[config.mk]
export PLATFORM = sky130hd
export DESIGN_NAME = kwm_scan
export DESIGN_NICKNAME = d
export VERILOG_FILES = /design/src/rtl/core/kwm_pkg.sv /design/src/rtl/core/kwm_scan.sv
export SDC_FILE = /design/constraint.sdc
export NUM_CORES = 1
export LEC_CHECK = 0
export BUFFER_PORTS_ARGS = -buffer_cell sky130_fd_sc_hd__buf_2
export CORE_MARGIN = 5
export CORE_UTILIZATION = 50
export DETAILED_ROUTE_END_ITERATION = 10
export PLACE_DENSITY_LB_ADDON = 0.3
export SLEW_MARGIN = 25
export SYNTH_ARGS = -nofsm -noshare
export SYNTH_HDL_FRONTEND = slang
export SYNTH_SLANG_ARGS = --single-unit
export TNS_END_PERCENT = 100
[constraint.sdc]
create_clock -name i_clk -period 7.3 [get_ports i_clk]
set_clock_uncertainty 0.1 [all_clocks]
set_input_delay 1.46 -clock i_clk [delete_from_list [all_inputs] [get_ports i_clk]]
set_output_delay 1.46 -clock i_clk [all_outputs]
set_load 0.05 [all_outputs]
[src/rtl/core/kwm_pkg.sv]
package kwm_pkg;

    localparam int CFG_IDX_W = 8;
    localparam int CNT_W     = 31;
    localparam int HASH_W    = 64;
    localparam int BID_W     = 7;

    localparam logic [CFG_IDX_W-1:0] CFG_MAX_SELECTED = 8'd0;
    localparam logic [CFG_IDX_W-1:0] CFG_MIN_COUNT    = 8'd1;

    localparam logic OP_ENTRY = 1'b0;
    localparam logic OP_EMPTY = 1'b1;

    localparam logic KIND_SELECT = 1'b0;
    localparam logic KIND_DONE   = 1'b1;

    localparam logic [CNT_W-1:0] CNT_MAX = 31'h7FFF_FFFF;

    typedef struct packed {
        logic              op;
        logic [BID_W-1:0]  bucket_id;
        logic [HASH_W-1:0] entry_hash;
        logic [CNT_W-1:0]  entry_count;
    } t_in;

    typedef struct packed {
        logic              kind;
        logic [HASH_W-1:0] selected_hash;
        logic [CNT_W-1:0]  selected_freq;
        logic [BID_W-1:0]  refill_bucket;
        logic [CNT_W-1:0]  total_selected;
    } t_out;

    // one bucket head as stored in the head memory
    typedef struct packed {
        logic              vld;
        logic [CNT_W-1:0]  count;
        logic [HASH_W-1:0] hash;
    } t_head;

endpackage

[src/rtl/core/kwm_scan.sv]
module kwm_scan #(
    parameter int AW = 7
) (
    input  logic                      i_clk,
    input  logic                      i_rst_n,
    input  logic                      i_clear,
    input  logic                      i_vld,
    input  logic [AW-1:0]             i_idx,
    input  kwm_pkg::t_head            i_entry,
    output logic                      o_found,
    output logic [kwm_pkg::CNT_W-1:0] o_count,
    output logic [kwm_pkg::HASH_W-1:0] o_hash,
    output logic [AW-1:0]             o_idx
);
    import kwm_pkg::*;

    logic              r_found;
    logic [CNT_W-1:0]  r_count;
    logic [HASH_W-1:0] r_hash;
    logic [AW-1:0]     r_idx;
    logic              w_take;

    // ascending scan with >= on the hash gives ties to the larger bucket
    assign w_take = i_vld && i_entry.vld &&
                    (!r_found || (i_entry.count > r_count) ||
                     ((i_entry.count == r_count) && (i_entry.hash >= r_hash)));

    always_ff @(posedge i_clk) begin
        if (!i_rst_n) begin
            r_found <= 1'b0;
        end else if (i_clear) begin
            r_found <= 1'b0;
        end else if (w_take) begin
            r_found <= 1'b1;
        end
    end

    always_ff @(posedge i_clk) begin
        if (!i_clear && w_take) begin
            r_count <= i_entry.count;
            r_hash  <= i_entry.hash;
            r_idx   <= i_idx;
        end
    end

    assign o_found = r_found;
    assign o_count = r_count;
    assign o_hash  = r_hash;
    assign o_idx   = r_idx;

endmodule

# Word-level counts from Yosys, hierarchy flattened
# Index checks and enable logic that the tools add are counted.
# op_classes
eq_ne,1
n_lt_le_gt_ge,2
reduce_logical,9
bitwise,1
# op_table
op,n
$ge A64 B64 Y1,1
$eq A31 B31 Y1,1
$gt A31 B31 Y1,1
$logic_and A1 B1 Y1,4
$logic_not A1 Y1,2
$logic_or A1 B1 Y1,2
$reduce_or A2 Y1,1
$not A1 Y1,1
# totals
ff_bits,103
inputBits,107
wordCells,17

# Logic depth before layout (Yosys ltp)
# logic_depth
depth_word,5
ltp_mapped,9
ltp_nobuf,9

# Worst setup path after synthesis
# No wires, ideal clock.
# synth_timing
path_type,input to register
from,in i_entry[94] in the netlist's numbering
to,"reg r_count[0], in the netlist o_count[0], enable pin"
slack_ns,1.707
path_stages,7
arrival_ns,5.023
path_buffers,0
setup_ns,0.470
cell_sequence,ha_1 nand4_2 nor4_4 nand3_2 and4b_1 o2111ai_1 and4_1
# synth_between
elab_chain_len,5
word_cells_on_any_way,7
# synth_rtl
element,line_no,text
start: declaration,kwm_scan.sv:9,"input kwm_pkg::t_head i_entry,"
$gt A31 B31 Y1 or $eq A31 B31 Y1 (tied branches),"kwm_scan.sv:25, kwm_scan.sv:26",
$logic_or A1 B1 Y1 or $logic_and A1 B1 Y1 (tied branches),"kwm_scan.sv:25, kwm_scan.sv:26",
$logic_or A1 B1 Y1 (*),kwm_scan.sv:25,(!r_found || (i_entry.count > r_count) ||
$logic_and A1 B1 Y1 (*),kwm_scan.sv:24,assign w_take = i_vld && i_entry.vld &&
$logic_and A1 B1 Y1 (*),kwm_scan.sv:39,if (!i_clear && w_take) begin
end signal: assignment,kwm_scan.sv:40,r_count <= i_entry.count;
end: declaration,kwm_scan.sv:18,logic [CNT_W-1:0] r_count;
# Every way passes the cells marked *; elsewhere a longest branch is shown, timed or not.
# A chain may end at the register's enable or synchronous reset.

# Worst setup path after layout
# layout_timing
from,in i_entry[5] in the netlist's numbering
to,"reg r_hash[45], in the netlist o_hash[45], enable pin"
# layout_between
elab_chain_len,5
# layout_rtl
element,line_no,text
$ge A64 B64 Y1,kwm_scan.sv:26,((i_entry.count == r_count) && (i_entry.hash >= r_hash)));
$logic_and A1 B1 Y1,kwm_scan.sv:26,
$logic_or A1 B1 Y1,kwm_scan.sv:25,
$logic_and A1 B1 Y1,kwm_scan.sv:24,
$logic_and A1 B1 Y1,kwm_scan.sv:39,
end signal: assignment,kwm_scan.sv:41,r_hash <= i_entry.hash;
end: declaration,kwm_scan.sv:19,logic [HASH_W-1:0] r_hash;
# Every way passes these cells.

==> impl_summary.log <==
INFO  metric status = complete, no violations
INFO  metric clock_tree.root_cell = clkbuf_8
INFO  metric holdPathEnd = o_found
INFO  metric rsz0062_at_grt = false
INFO  metric grt_first_pass_wirelength = 20,420 um
INFO  metric power.density = 172.3 nW/um2
INFO  metric cts_tree = done
INFO  metric cts.repair.resized = 0
INFO  metric tightestPinTransition = 738.0 ps
INFO  metric routed-via-count = 4,123
INFO  metric minimum_clock_period_after_layout = 4384 ps
INFO  metric synth.largest_area_cell = edfxtp_1
INFO  metric floorplan.rows = 38
INFO  metric synth.yosys.warnings = 0
INFO  metric tritoncts_num_sinks = 103
INFO  metric via_count_of_the_first_global_routing_pass = 4,309
INFO  metric diodes = 0
INFO  metric globalplace.congestion = 0.8582
INFO  metric cts_buffers = 9
INFO  metric slew_viol_final = 0
INFO  metric antenna_violating_nets_post_route = 0
INFO  metric worst_setup_path_end_kind = flop
INFO  metric insertion_delay = 350 ps
INFO  metric synthCells = 443
INFO  metric reg2reg_slack = 3710 ps
INFO  metric synth-main-ff-cell = edfxtp_1
INFO  metric htreeDepth = 3
INFO  metric drt-wirelength-per-cell = 16.11 um
INFO  metric drc = 0
INFO  metric fp.dieW = 115.2 um
INFO  metric port-buffer-count = 209
INFO  metric maxCapViolations = 0
INFO  metric synthesis.nets = 645
INFO  metric hold_startpoint = o_found
INFO  metric dp.final_hpwl = 10,700 um
INFO  metric area.growth.synth_to_final = 25.09%
INFO  metric ioPinCount = 210
INFO  metric r2r_end = o_hash[45]
INFO  metric hold_path_depth = 2
INFO  metric critical_path.max_fanout = 54
INFO  metric core_region_area = 10,840 um2
INFO  metric layout.nets = 866
INFO  metric cts_setup_buffers = 0
INFO  metric fmaxAchievable = 0.2281 GHz
INFO  metric reg2reg_from = o_count[30]
INFO  metric overall_fraction_of_global_route_tracks_in_use = 0.1950
INFO  metric clock_tree_buffer_depth = 2
INFO  metric fin_tns_setup = 0 ps
INFO  metric setup-violations-final = 0
INFO  metric dr.pass1.iters = 4
INFO  metric drt_wl_total = 13,030 um
INFO  metric start_util = 0.5102
INFO  metric area_enclosed_by_the_die_boundary = 13,260 um2
INFO  metric finalCritPeriodShare = 0.6005
INFO  metric synth.top_cell.area_share = 0.5538
INFO  metric yosys-top-cells-area = edfxtp_1 55%, ha_1 21%, inv_1 6.7%, a21oi_1 2.4%, o21ai_0 1.6%
INFO  metric yosys_register_bits = 103
INFO  metric grt_start_max_net_pins = 55
INFO  metric critical_path.startpoint_type = input pin
INFO  metric max-slew-margin-rel = 0.5080
INFO  metric worst-endpoint-required = 7190 ps
INFO  metric die_height = 115.2 um
INFO  metric clk_pin_slew_worst_setup_hold_paths = 90 ps
INFO  metric layout_utilization = 0.6382
INFO  metric asyncSetResetFlopFracSynth = 0
INFO  metric crit_type = in -> reg
INFO  metric vdd_drop_max = 0.09132 mV
INFO  metric most_common_cell_after_layout_fill_and_taps_aside = buf_2
INFO  metric seq_area_frac_synth = 0.5575
INFO  metric number_of_antenna_violations_at_the_first_check_in_global_routing = 1
INFO  metric worst_hold_path_type = reg -> reg
INFO  metric static_leak = 3.406 nW
INFO  metric grt_remaining_overflow = 0
INFO  metric post_synth_edffs = 102
INFO  metric cp.arrival = 4280 ps
INFO  metric routed_via_density = 5.096
INFO  metric drt_first_iter_violations = 224
INFO  metric syn_area = 5530 um2
INFO  metric synth.avg_cell_area = 12.48 um2
INFO  metric yosysUniqueCellTypes = 33
INFO  metric final_layout_size_suffix_gt1_frac = 0.3468
INFO  metric holdBufCountCts = 0
INFO  metric cell_depth_of_the_worst_flop_to_flop_path = 9
INFO  metric final-hold-violation-count = 0
INFO  metric final_cell_mix = 209 x buf_2, 102 x edfxtp_1, 98 x inv_1
[Yosys cell counts, types with 2 or more instances]
master      n
nor2b_1     6
nand2_1    22
and4_1      7
a21oi_1    27
a211oi_1    5
edfxtp_1  102
nand4_2     3
nor3_1      2
a221oi_1    5
o21ai_0    18
ha_1       95
a21o_1      5
nand4_1     9
nor2_1     14
inv_1      98
o21ai_1     3
nand3_1     6
[final cells by class]
class	count	area [um2]
inverter	98	367.9
clock inverter	5	25.02
multi-input combinational	242	2082
sequential	103	3083
fill	882	3923
clock buffer	11	131.4
tap	140	175.2
timing repair buffer	210	1054
[worst max path at each step]
stage	from	end	slack, ps	cells past startpoint
CTS	i_entry[92]	o_hash[50]	2900	9
global route	i_entry[5]	o_hash[45]	2730	10
finish	i_entry[5]	o_hash[45]	2920	10
detailed placement	i_entry[92]	o_hash[52]	2510	9
floorplan	i_entry[94]	o_count[0]	1710	7
global placement	i_entry[2]	o_hash[52]	2590	10
[through the flow]
stage	hold WS, ps	instance area [um2]	setup WS [ps]	instances	power, mW
after floorplan	651.5	5530	1707	443	0.8184
after global placement	463.8	6761	2588	793	0.8866
after detailed placement	493.8	6761	2511	793	0.8940
after CTS	508.2	6918	2897	809	1.204
after global routing	568.0	6918	2730	809	1.256
final	506.8	6918	2916	809	1.192
[registers in the layout (all words and copies together) (netlist names)]
name,count
o_hash,64
o_count,31
o_idx,7
o_found,1
[cells by family (layout without fill, tap and decap cells)]
| logic type | Yosys count | after routing | synth area share |
|---|---|---|---|
| DFF | 103 | 103 | 0.5575 |
| and+or+nand+nor | 76 | 76 | 0.07896 |
| adders and majority gates | 95 | 95 | 0.2149 |
| AOI/OAI and AO/OA | 71 | 71 | 0.08213 |
| buffers and inverters | 98 | 324 | 0.06652 |
[report_power, final]
part	switching, mW	internal (mW)
clock network	0.191	0.122
logic	0.132	0.0690
registers	0.00815	0.670
[metal layers]
metal  vias to the layer above  GRT usage  share of wire
li1                       2042          -              -
met3                        20    0.04474          0.080
met4                         2    0.08216          0.023
met5                         -          0        0.00054
met2                       138     0.3353           0.50
met1                      1921     0.2354           0.40
[critical path: stages]
cell and delay [ps]:
buf_2 110, ha_1 290, nand4_1 110, a21oi_1 170
a211oi_2 90, o21ai_1 220, a211oi_1 130, o311ai_1 250
and4_4 760, buf_4 650
Note: power is estimated with default switching activity, not from simulation.
